==> src/sv/albd_pkg.sv <==
// Package: shared types and constants of the ADC ladder button decoder.
`default_nettype none
package albd_pkg;

    localparam int SampleW = 12;
    localparam int RepeatW = 4;
    localparam int HoldW   = 16;
    localparam int CfgIdxW = 3;
    localparam int CfgDatW = 16;

    localparam logic [RepeatW-1:0] RepeatMax = '1;
    localparam logic [HoldW-1:0]   HoldMax   = '1;

    localparam logic [RepeatW-1:0] StableCountRst = RepeatW'(3);
    localparam logic [HoldW-1:0]   LongPressRst   = HoldW'(150);

    typedef enum logic [1:0] {
        LVL_RELEASED = 2'd0,
        LVL_UP       = 2'd1,
        LVL_DOWN     = 2'd2,
        LVL_OK       = 2'd3
    } t_level;

    typedef enum logic [1:0] {
        EV_NONE  = 2'd0,
        EV_CLICK = 2'd1,
        EV_LONG  = 2'd2
    } t_event;

    typedef enum logic [CfgIdxW-1:0] {
        CFG_UP_MAX     = 3'd0,
        CFG_DOWN_MIN   = 3'd1,
        CFG_DOWN_MAX   = 3'd2,
        CFG_OK_MIN     = 3'd3,
        CFG_OK_MAX     = 3'd4,
        CFG_STABLE_CNT = 3'd5,
        CFG_LONG_PRESS = 3'd6
    } t_cfg_idx;

    typedef struct packed {
        logic [SampleW-1:0] up_max;
        logic [SampleW-1:0] down_lo;
        logic [SampleW-1:0] down_hi;
        logic [SampleW-1:0] ok_min;
        logic [SampleW-1:0] ok_max;
        logic [RepeatW-1:0] stable_count;
        logic [HoldW-1:0]   long_press_samples;
    } t_cfg;

    typedef struct packed {
        logic [SampleW-1:0] sample;
        logic               read_ok;
    } t_in_item;

    typedef struct packed {
        t_event event_res;
        t_level event_level;
        t_level stable_level;
    } t_out_item;

endpackage
`default_nettype wire

==> src/sv/albd_classify.sv <==
// Window classifier: maps one sample to a key level.
`default_nettype none
module albd_classify (
    input  wire  albd_pkg::t_in_item i_item,
    input  wire  albd_pkg::t_cfg     i_cfg,
    output albd_pkg::t_level         o_level
);

    always_comb begin
        if (!i_item.read_ok) begin
            o_level = albd_pkg::LVL_RELEASED;
        end else if (i_item.sample <= i_cfg.up_max) begin
            o_level = albd_pkg::LVL_UP;
        end else if (i_item.sample >= i_cfg.down_lo && i_item.sample <= i_cfg.down_hi) begin
            o_level = albd_pkg::LVL_DOWN;
        end else if (i_item.sample >= i_cfg.ok_min && i_item.sample <= i_cfg.ok_max) begin
            o_level = albd_pkg::LVL_OK;
        end else begin
            o_level = albd_pkg::LVL_RELEASED;
        end
    end

endmodule
`default_nettype wire

==> src/sv/albd_track.sv <==
// Debounce and press tracker: state registers and click / long press events.
`default_nettype none
module albd_track (
    input  wire                       i_clk,
    input  wire                       i_rst_n,
    input  wire                       i_adv,
    input  wire  albd_pkg::t_level    i_level,
    input  wire  albd_pkg::t_cfg      i_cfg,
    output albd_pkg::t_out_item       o_res
);

    albd_pkg::t_level r_conf, n_conf;
    albd_pkg::t_level r_cand, n_cand;
    albd_pkg::t_level r_held, n_held;
    logic [albd_pkg::RepeatW-1:0] r_rep, n_rep;
    logic [albd_pkg::HoldW-1:0]   r_hold, n_hold;
    logic r_key_down, n_key_down;
    logic r_long_done, n_long_done;

    always_ff @(posedge i_clk) begin
        if (!i_rst_n) begin
            r_conf      <= albd_pkg::LVL_RELEASED;
            r_cand      <= albd_pkg::LVL_RELEASED;
            r_held      <= albd_pkg::LVL_RELEASED;
            r_rep       <= '0;
            r_hold      <= '0;
            r_key_down  <= 1'b0;
            r_long_done <= 1'b0;
        end else if (i_adv) begin
            r_conf      <= n_conf;
            r_cand      <= n_cand;
            r_held      <= n_held;
            r_rep       <= n_rep;
            r_hold      <= n_hold;
            r_key_down  <= n_key_down;
            r_long_done <= n_long_done;
        end
    end

    always_comb begin
        n_conf      = r_conf;
        n_cand      = r_cand;
        n_held      = r_held;
        n_rep       = r_rep;
        n_hold      = r_hold;
        n_key_down  = r_key_down;
        n_long_done = r_long_done;
        o_res.event_res   = albd_pkg::EV_NONE;
        o_res.event_level = albd_pkg::LVL_RELEASED;

        if (i_level == r_cand) begin
            if (r_rep != albd_pkg::RepeatMax) begin
                n_rep = r_rep + 1'b1;
            end
            if (n_rep >= i_cfg.stable_count && i_level != r_conf) begin
                n_conf = i_level;
                if (i_level == albd_pkg::LVL_RELEASED) begin
                    if (r_key_down) begin
                        n_key_down = 1'b0;
                        if (!r_long_done) begin
                            o_res.event_res   = albd_pkg::EV_CLICK;
                            o_res.event_level = r_held;
                        end
                        n_long_done = 1'b0;
                    end
                end else begin
                    n_key_down  = 1'b1;
                    n_held      = i_level;
                    n_long_done = 1'b0;
                    n_hold      = '0;
                end
            end
        end else begin
            n_cand = i_level;
            n_rep  = albd_pkg::RepeatW'(1);
        end

        if (n_key_down && !n_long_done && n_hold >= i_cfg.long_press_samples) begin
            n_long_done       = 1'b1;
            o_res.event_res   = albd_pkg::EV_LONG;
            o_res.event_level = n_held;
        end
        if (n_key_down && n_hold != albd_pkg::HoldMax) begin
            n_hold = n_hold + 1'b1;
        end

        o_res.stable_level = n_conf;
    end

endmodule
`default_nettype wire

==> src/sv/adc_ladder_button_decoder_top.sv <==
// Top level: configuration registers, input and result registers, decoder core.
//
//  channel | handshake                  | payload
//  --------+----------------------------+------------------------------
//  in      | i_valid / o_ready          | i_item (sample, read_ok)
//  out     | o_valid / i_ready          | o_item (event_res, event_level,
//          |                            |         stable_level)
//  cfg     | i_cfg_valid / o_cfg_ready  | i_cfg_index, i_cfg_data
//
// One item per cycle unless the output stalls; an item in the input register
// passes through classification and tracking into the result register once that
// register is empty or draining. Synchronous reset clears the valid flags, the
// tracker state and sets the configuration registers to their documented values;
// the input and result data registers are not reset. A stalled result holds the
// result register; the input register keeps taking items while the result drains.
`default_nettype none
module adc_ladder_button_decoder_top (
    input  wire                          i_clk,
    input  wire                          i_rst_n,
    input  wire                          i_valid,
    output logic                         o_ready,
    input  wire  albd_pkg::t_in_item     i_item,
    output logic                         o_valid,
    input  wire                          i_ready,
    output albd_pkg::t_out_item          o_item,
    input  wire                          i_cfg_valid,
    output logic                         o_cfg_ready,
    input  wire  [albd_pkg::CfgIdxW-1:0] i_cfg_index,
    input  wire  [albd_pkg::CfgDatW-1:0] i_cfg_data
);

    albd_pkg::t_cfg      r_cfg;
    albd_pkg::t_in_item  r_in;
    logic                r_in_valid;
    albd_pkg::t_out_item r_out;
    logic                r_out_valid;
    albd_pkg::t_level    level;
    albd_pkg::t_out_item res;
    logic                adv;

    assign adv         = r_in_valid && (!r_out_valid || i_ready);
    assign o_ready     = i_rst_n && (!r_in_valid || adv);
    assign o_cfg_ready = i_rst_n;
    assign o_valid     = r_out_valid;
    assign o_item      = r_out;

    always_ff @(posedge i_clk) begin
        if (!i_rst_n) begin
            r_cfg.up_max             <= '0;
            r_cfg.down_lo            <= '0;
            r_cfg.down_hi            <= '0;
            r_cfg.ok_min             <= '0;
            r_cfg.ok_max             <= '0;
            r_cfg.stable_count       <= albd_pkg::StableCountRst;
            r_cfg.long_press_samples <= albd_pkg::LongPressRst;
        end else if (i_cfg_valid) begin
            case (albd_pkg::t_cfg_idx'(i_cfg_index))
                albd_pkg::CFG_UP_MAX:     r_cfg.up_max  <= i_cfg_data[albd_pkg::SampleW-1:0];
                albd_pkg::CFG_DOWN_MIN:   r_cfg.down_lo <= i_cfg_data[albd_pkg::SampleW-1:0];
                albd_pkg::CFG_DOWN_MAX:   r_cfg.down_hi <= i_cfg_data[albd_pkg::SampleW-1:0];
                albd_pkg::CFG_OK_MIN:     r_cfg.ok_min  <= i_cfg_data[albd_pkg::SampleW-1:0];
                albd_pkg::CFG_OK_MAX:     r_cfg.ok_max  <= i_cfg_data[albd_pkg::SampleW-1:0];
                albd_pkg::CFG_STABLE_CNT: begin
                    r_cfg.stable_count <= i_cfg_data[albd_pkg::RepeatW-1:0];
                end
                albd_pkg::CFG_LONG_PRESS: begin
                    r_cfg.long_press_samples <= i_cfg_data[albd_pkg::HoldW-1:0];
                end
                default: ;
            endcase
        end
    end

    always_ff @(posedge i_clk) begin
        if (!i_rst_n) begin
            r_in_valid  <= 1'b0;
            r_out_valid <= 1'b0;
        end else begin
            if (o_ready) begin
                r_in_valid <= i_valid;
            end
            if (adv) begin
                r_out_valid <= 1'b1;
            end else if (i_ready) begin
                r_out_valid <= 1'b0;
            end
        end
    end

    always_ff @(posedge i_clk) begin
        if (o_ready && i_valid) begin
            r_in <= i_item;
        end
        if (adv) begin
            r_out <= res;
        end
    end

    albd_classify u_classify (
        .i_item  (r_in),
        .i_cfg   (r_cfg),
        .o_level (level)
    );

    albd_track u_track (
        .i_clk   (i_clk),
        .i_rst_n (i_rst_n),
        .i_adv   (adv),
        .i_level (level),
        .i_cfg   (r_cfg),
        .o_res   (res)
    );

    a_event_has_key: assert property (@(posedge i_clk) disable iff (!i_rst_n)
        (o_valid && o_item.event_res != albd_pkg::EV_NONE)
        |-> (o_item.event_level != albd_pkg::LVL_RELEASED))
        else $error("event without a key");

    a_quiet_no_key: assert property (@(posedge i_clk) disable iff (!i_rst_n)
        (o_valid && o_item.event_res == albd_pkg::EV_NONE)
        |-> (o_item.event_level == albd_pkg::LVL_RELEASED))
        else $error("key level without an event");

    a_click_released: assert property (@(posedge i_clk) disable iff (!i_rst_n)
        (o_valid && o_item.event_res == albd_pkg::EV_CLICK)
        |-> (o_item.stable_level == albd_pkg::LVL_RELEASED))
        else $error("click while a key is still down");

    a_long_pressed: assert property (@(posedge i_clk) disable iff (!i_rst_n)
        (o_valid && o_item.event_res == albd_pkg::EV_LONG)
        |-> (o_item.stable_level != albd_pkg::LVL_RELEASED))
        else $error("long press while released");

endmodule
`default_nettype wire
==> config.mk <==
export PLATFORM = sky130hd
export DESIGN_NAME = adc_ladder_button_decoder_top
export DESIGN_NICKNAME = d
export VERILOG_FILES = /design/src/sv/albd_pkg.sv /design/src/sv/albd_classify.sv /design/src/sv/albd_track.sv /design/src/sv/adc_ladder_button_decoder_top.sv
export SDC_FILE = /design/constraint.sdc
export NUM_CORES = 1
export LEC_CHECK = 0
export ABC_CLOCK_PERIOD_IN_PS = 5900
export BUFFER_PORTS_ARGS = -buffer_cell sky130_fd_sc_hd__buf_4
export CELL_PAD_IN_SITES_DETAIL_PLACEMENT = 1
export CELL_PAD_IN_SITES_GLOBAL_PLACEMENT = 2
export CORE_MARGIN = 2
export CORE_UTILIZATION = 37
export CTS_CLUSTER_DIAMETER = 120
export CTS_CLUSTER_SIZE = 14
export DETAILED_ROUTE_END_ITERATION = 16
export GPL_TIMING_DRIVEN = 1
export PLACE_DENSITY = 0.8
export SYNTH_ARGS = -nofsm -noshare
export SYNTH_HDL_FRONTEND = slang
export SYNTH_SLANG_ARGS = --single-unit
==> constraint.sdc <==
create_clock -name i_clk -period 5.9 [get_ports i_clk]
set_clock_uncertainty 0.1 [all_clocks]
set_input_delay 0.59 -clock i_clk [delete_from_list [all_inputs] [get_ports i_clk]]
set_output_delay 0.59 -clock i_clk [all_outputs]
set_load 0.1 [all_outputs]
---- Word-level counts from Yosys, hierarchy flattened ----
Cells that the tools add are included.
operators by class
  add/sub/neg operators ................... 2
  multipliers ............................. 0
  divide/modulo/power cells ............... 0
  order comparisons ....................... 7
  equal/unequal tests ..................... 10
  shifts and indexed selects .............. 0
  muxes and demuxes ....................... 32
  bitwise operators ....................... 4
  reductions and logical operators ........ 26
operators by type and width
  kind                                                                   count
  16-bit 2-to-1 mux                                                      4
  12-bit less-or-equal comparator                                        3
  4-bit 2-to-1 mux                                                       7
  12-bit greater-or-equal comparator                                     2
  2-bit 2-to-1 mux                                                       10
  16-bit by 1-bit adder with 16-bit output, second input constant        1
  16-bit greater-or-equal comparator                                     1
  16-bit inequality test, second input constant                          1
  2-bit AND reduction                                                    8
  1-bit 2-to-1 mux                                                       10
  3-bit equality test, second input constant                             3
  1-bit logical AND                                                      9
  3-bit by 2-bit equality test with 1-bit output, second input constant  2
  5-bit OR reduction                                                     1
  4-bit by 1-bit adder with 4-bit output, second input constant          1
  4-bit greater-or-equal comparator                                      1
  4-bit inequality test, second input constant                           1
  1-bit inverter                                                         4
  3-bit by 1-bit equality test with 1-bit output, second input constant  1
  1-bit zero test                                                        3
  3-bit zero test                                                        1
  3-bit 2-to-1 mux                                                       1
  2-bit equality test                                                    1
  2-bit zero test                                                        1
  other kinds (3)                                                        4
storage, ports and cells
  flip-flop bits (word level) ............. 129
  latch bits .............................. 0
  memory bits (writable) .................. 0
  memory bits (read-only) ................. 0
  bits of input ports ..................... 37
  logic and storage cells ................. 103
  memories kept ........................... 0

---- Logic depth before layout (Yosys ltp) ----
  depth after elaboration ................. 16
  depth in mapped cells ................... 26
  depth with buffers taken out ............ 25

---- Modules after synthesis ----
Synthesis repeated with hierarchy kept, for this count alone.
unflattened totals
  cell total of the unflattened synthesis .. 829
  area total of the unflattened synthesis .. 7587.3 µm²
modules (own cells, without submodules)
  module                         times used  cells an instance  area an instance (µm²)
  adc_ladder_button_decoder_top  1           321                3666.0
  albd_track                     1           302                2411.1
  albd_classify                  1           206                1510.2

---- Worst setup path before layout ----
OpenSTA, ideal clock, no wires.
  path kind ............................... reg2reg
  from .................................... register r_in[8] in the netlist's numbering
  to ...................................... register r_out (netlist bit o_item[3]), data pin
  setup time .............................. 0.262 ns
  arrival time ............................ 4.238 ns
  data required time ...................... 5.538 ns
  path slack .............................. 1.300 ns
  cell stages (with the launch flop) ...... 24
  clock period less this slack ............ 4.600 ns
  cells stage by stage .................... edfxtp_1 -> ha_1 -> a21oi_1 -> o21ai_1 -> a221oi_2 -> a21oi_2 -> o211a_1 -> a311o_1 -> o211ai_4 -> or2_1 -> buf_2 -> and2_1 -> inv_1 -> ha_1 -> nand2b_1 -> a21o_1 -> a21o_1 -> a21o_1 -> a21oi_1 -> o21ai_0 -> a21oi_1 -> o21a_1 -> a21o_1 -> o22ai_1
RTL lines
  what                      line                                 source
  start: declaration        adc_ladder_button_decoder_top.sv:33  albd_pkg::t_in_item r_in;
  start signal: assignment  adc_ladder_button_decoder_top.sv:92  r_in <= i_item;
  end signal: assignment    adc_ladder_button_decoder_top.sv:95  r_out <= res;
  end: declaration          adc_ladder_button_decoder_top.sv:35  albd_pkg::t_out_item r_out;

==> results by group <==
Status
  • Outcome: complete, no violations

Clock network
  • CTS Buffer Depth: 2
  • CTS tree: built
  • CTS buffer count: 17
  • Hold-fix buffer count after cts: 0
  • Setup fix buffers added after clock tree synthesis: 0
  • Worst-Skew Late Latency: 420 ps
  • Number of sinks handled by clock tree synthesis: 129
  • Clock-pin slew on the worst setup and hold paths: 60 ps
  • Maximum level of the CTS H-tree: 4
  • Post-cts repair resize count: 0
  • Cell chosen for the clock root: clkbuf_16

Global route
  • Maximum number of pins on one net before global-route repair: 87
  • Wire length of the first global-routing pass: 36.0 mm
  • Vias in the first global route: 6525
  • Global-route usage over all layers: 0.219
  • Global route overflow: 0
  • Antenna violations before repair: 0

Setup path
  • Critical R2R Launch: r_in[10]$_DFFE_PP_
  • Register-to-register path setup slack: ~760 ps
  • Worst setup endpoint: o_item[3]$_DFFE_PP_
  • Critical path data arrival time: between 5000 and 6000 ps
  • CP Capture Type: flop
  • Data required, critical path: 5970 ps
  • Number of cells on the worst reg-to-reg path: 23
  • Highest net fanout along the worst path: 18
  • First element of the critical path: r_in[10]$_DFFE_PP_
  • FF-to-FF End: o_item[3]$_DFFE_PP_
  • Crit Path Class: reg2reg
  • Startpoint kind of the worst setup timing path: flop

STA
  • Number of endpoints with negative hold slack in the final report: 0
  • Remaining max-slew budget at the tightest pin: 0.243
  • Crit share post-route: 0.871
  • Setup_tns: 0 ps
  • Least-Margin Pin Slew: 1130 ps
  • Highest Clock Rate: 195 MHz
  • Number of setup violations in the final report: 0
  • Shortest period the worst path allows: approximately 5100 ps
  • Final Max Tran Viols: 0
  • RSZ-0062 raised after global routing: false

Routing
  • Uppermost layer routed: met4
  • Number of vias per cell: 5.21
  • Number of DRC violations after detailed routing: 0
  • Via count of the routed design: 6291
  • Length of routed met3 wiring: about 480 µm
  • Number of nets with antenna violations after detailed routing: 0
  • DR WL/cell: 18.5 µm
  • First drt pass iteration count: 4
  • Wire length on met1: around 10 mm
  • Iteration-0 DRC count of the detailed router: 281
  • Total met2 wirelength after detailed routing: approximately 11 mm
  • Post-Route WL: 22.4 mm

Floorplanning
  • Number of I/O pins: 46
  • Die height: between 100 and 150 µm
  • Row cnt: slightly above 50
  • Core ar.: 19500 µm²
  • Die outline area: approximately 21000 µm²
  • Effective utilization at floorplan: 0.379
  • Overall die width: ~150 µm

Synth
  • Sequential cell area fraction in the yosys report: 0.375
  • Fraction of synthesis flops using an asynchronous set or reset pin: 0
  • Synth warnings: 0
  • Netlist area before placement: 7390 µm²
  • Number of synthesized register bits: 129
  • Number of synthesized flops with an enable pin: 19
  • Number of nets in the synthesized netlist: 1018
  • Most common flop cell mapped by yosys: dfxtp_1
  • Mean post-synth cell area: 8.22 µm²
  • Distinct cell type count of the synthesized netlist: 71
  • Cell count after synthesis: approximately 900

Placed design
  • Placed wire-length estimate after detailed placement: 16.6 mm
  • IO Port Bufs: 45
  • Final RePlAce weighted congestion: 0.828
  • Placed Cells incl. Taps: 1175

Finish
  • Antenna cell count: 0
  • Post-Layout Cell Count: 1207
  • Area growth from synthesis to final layout: 15.0%
  • Fill cell total of the finished layout: about 2400
  • Nets@finish: 1048
  • Ratio of cells with drive above 1 in the final layout: 0.123

Power
  • Leakage power: 3.22 nW
  • Total power density per cell area: between 200 and 300 nW/µm²
  • Largest voltage drop on the vdd net: around 0.18 mV

Min path
  • Worst hold path type: in2reg

Run
  • Max-cap check violation count: 0
-- worst max-delay path, stage by stage (launching register included) --
cell and delay [ps]:
edfxtp_1 510, ha_1 360, nand4_1 130, nor3_1 260, a21boi_2 230, o21a_1 260
o22ai_2 160, nor4_2 340, o211ai_4 130, or2_1 220, buf_4 190, and2_1 190
inv_1 50, ha_1 210, nand2b_1 140, a21o_1 170, a21o_1 170, a21o_1 170
a21oi_1 120, o21ai_0 90, a21oi_1 130, o21a_1 280, a21o_1 180, o22ai_1 80
-- routing by layer --
metal | up-vias | global-route usage
met5 | - | 0
met4 | 0 | 0.0789
met3 | 26 | 0.0382
met2 | 73 | 0.382
met1 | 3036 | 0.273
li1 | 3156 | -
-- stage by stage --
stage	hold WS (ps)	setup slack (ps)	utilization	instance area, µm²	total power, mW
5_1_grt	228	366	0.435	8500	2.28
2_1_floorplan	336	1300	-	7390	1.09
4_1_cts	230	726	0.435	8500	2.21
3_3_place_gp	343	846	0.406	7930	1.17
3_5_place_dp	348	729	0.406	7930	1.18
6_report	244	763	0.435	8500	2.18
-- cells in the mapped netlist (4+ instances only) --
library cell / instances / area [µm²]
a21o_1: 11 / 82.6
a21oi_1: 113 / 566
and2_1: 15 / 93.8
and3_1: 10 / 62.6
and4_1: 4 / 35.0
clkbuf_1: 29 / 109
dfxtp_1: 110 / 2200
edfxtp_1: 19 / 571
ha_1: 82 / 1030
inv_1: 92 / 345
mux2i_1: 4 / 40.0
nand2_1: 184 / 691
nand2b_1: 10 / 62.6
nand3_1: 18 / 90.1
nand4_1: 21 / 131
nor2_1: 34 / 128
nor2b_1: 9 / 56.3
nor3_1: 10 / 50.1
nor4_1: 5 / 31.3
o211ai_1: 5 / 37.5
o21a_1: 7 / 52.6
o21ai_0: 14 / 70.1
o22ai_1: 4 / 25.0
o31ai_1: 5 / 37.5
o31ai_2: 4 / 50.1
xnor2_1: 8 / 70.1
-- final cells by class --
cell class	instances	area (µm²)	area share
repair buffers	51	383	0.0450
flip-flops and latches	129	2770	0.326
clock inverters	13	126	0.0149
inverters	92	345	0.0406
well taps	265	332	0.0390
multi-input cells	638	4100	0.482
clock buffers	19	443	0.0521
-- cells by family after synthesis --
kind of cell    count (synthesis)  share of synthesized area
simple gates                  337                      0.215
xor+xnor                       11                     0.0130
compound gates                201                      0.177
flops                         129                      0.375
buf+inv                       132                     0.0716
fa+ha+maj                      82                      0.139
mux                             7                    0.00999
-- report_power, final --
| group | internal, mW | switching (mW) |
|---|---|---|
| clock | 0.598 | 0.428 |
| sequential | 0.913 | 0.0159 |
| combinational | 0.0770 | 0.152 |
-- registers in the layout, indices dropped and copies added, names as in the netlist --
name / count
u_track.r_hold: 16
u_track.r_long_done: 1
r_in_valid: 1
r_cfg: 80
o_valid: 1
u_track.r_rep: 4
r_in: 13
u_track.r_held: 2
u_track.r_cand: 2
u_track.r_conf: 2
o_item: 6
u_track.r_key_down: 1
-- cells in the final DEF (no fill, tap or decap), types with 14 or more instances in the layout --
master     netlist  layout
nand2_1        184     184
ha_1            82      82
edfxtp_1        19      19
buf_4            2      51
o21ai_0         14      14
nand3_1         18      18
nor2_1          34      34
a21oi_1        113     113
and2_1          15      15
nand4_1         21      21
inv_1           92      91
clkbuf_16        0      17
dfxtp_1        110     110
-- worst min path at each step --
stage | startpoint | end | slack (ps) | depth (start not counted)
floorplan | r_cfg[10]$_SDFFE_PN0P_ | r_cfg[10]$_SDFFE_PN0P_ | 340 | 2
global placement | r_cfg[55]$_SDFFE_PN0P_ | r_cfg[55]$_SDFFE_PN0P_ | 340 | 2
detailed placement | r_cfg[65]$_SDFFE_PN0P_ | r_cfg[65]$_SDFFE_PN0P_ | 350 | 2
CTS | i_item[5] | r_in[5]$_DFFE_PP_ | 230 | 1
global route | i_item[0] | r_in[0]$_DFFE_PP_ | 230 | 1
finish | i_item[5] | r_in[5]$_DFFE_PP_ | 240 | 1
No activity file was read; power rests on OpenSTA's default activity.
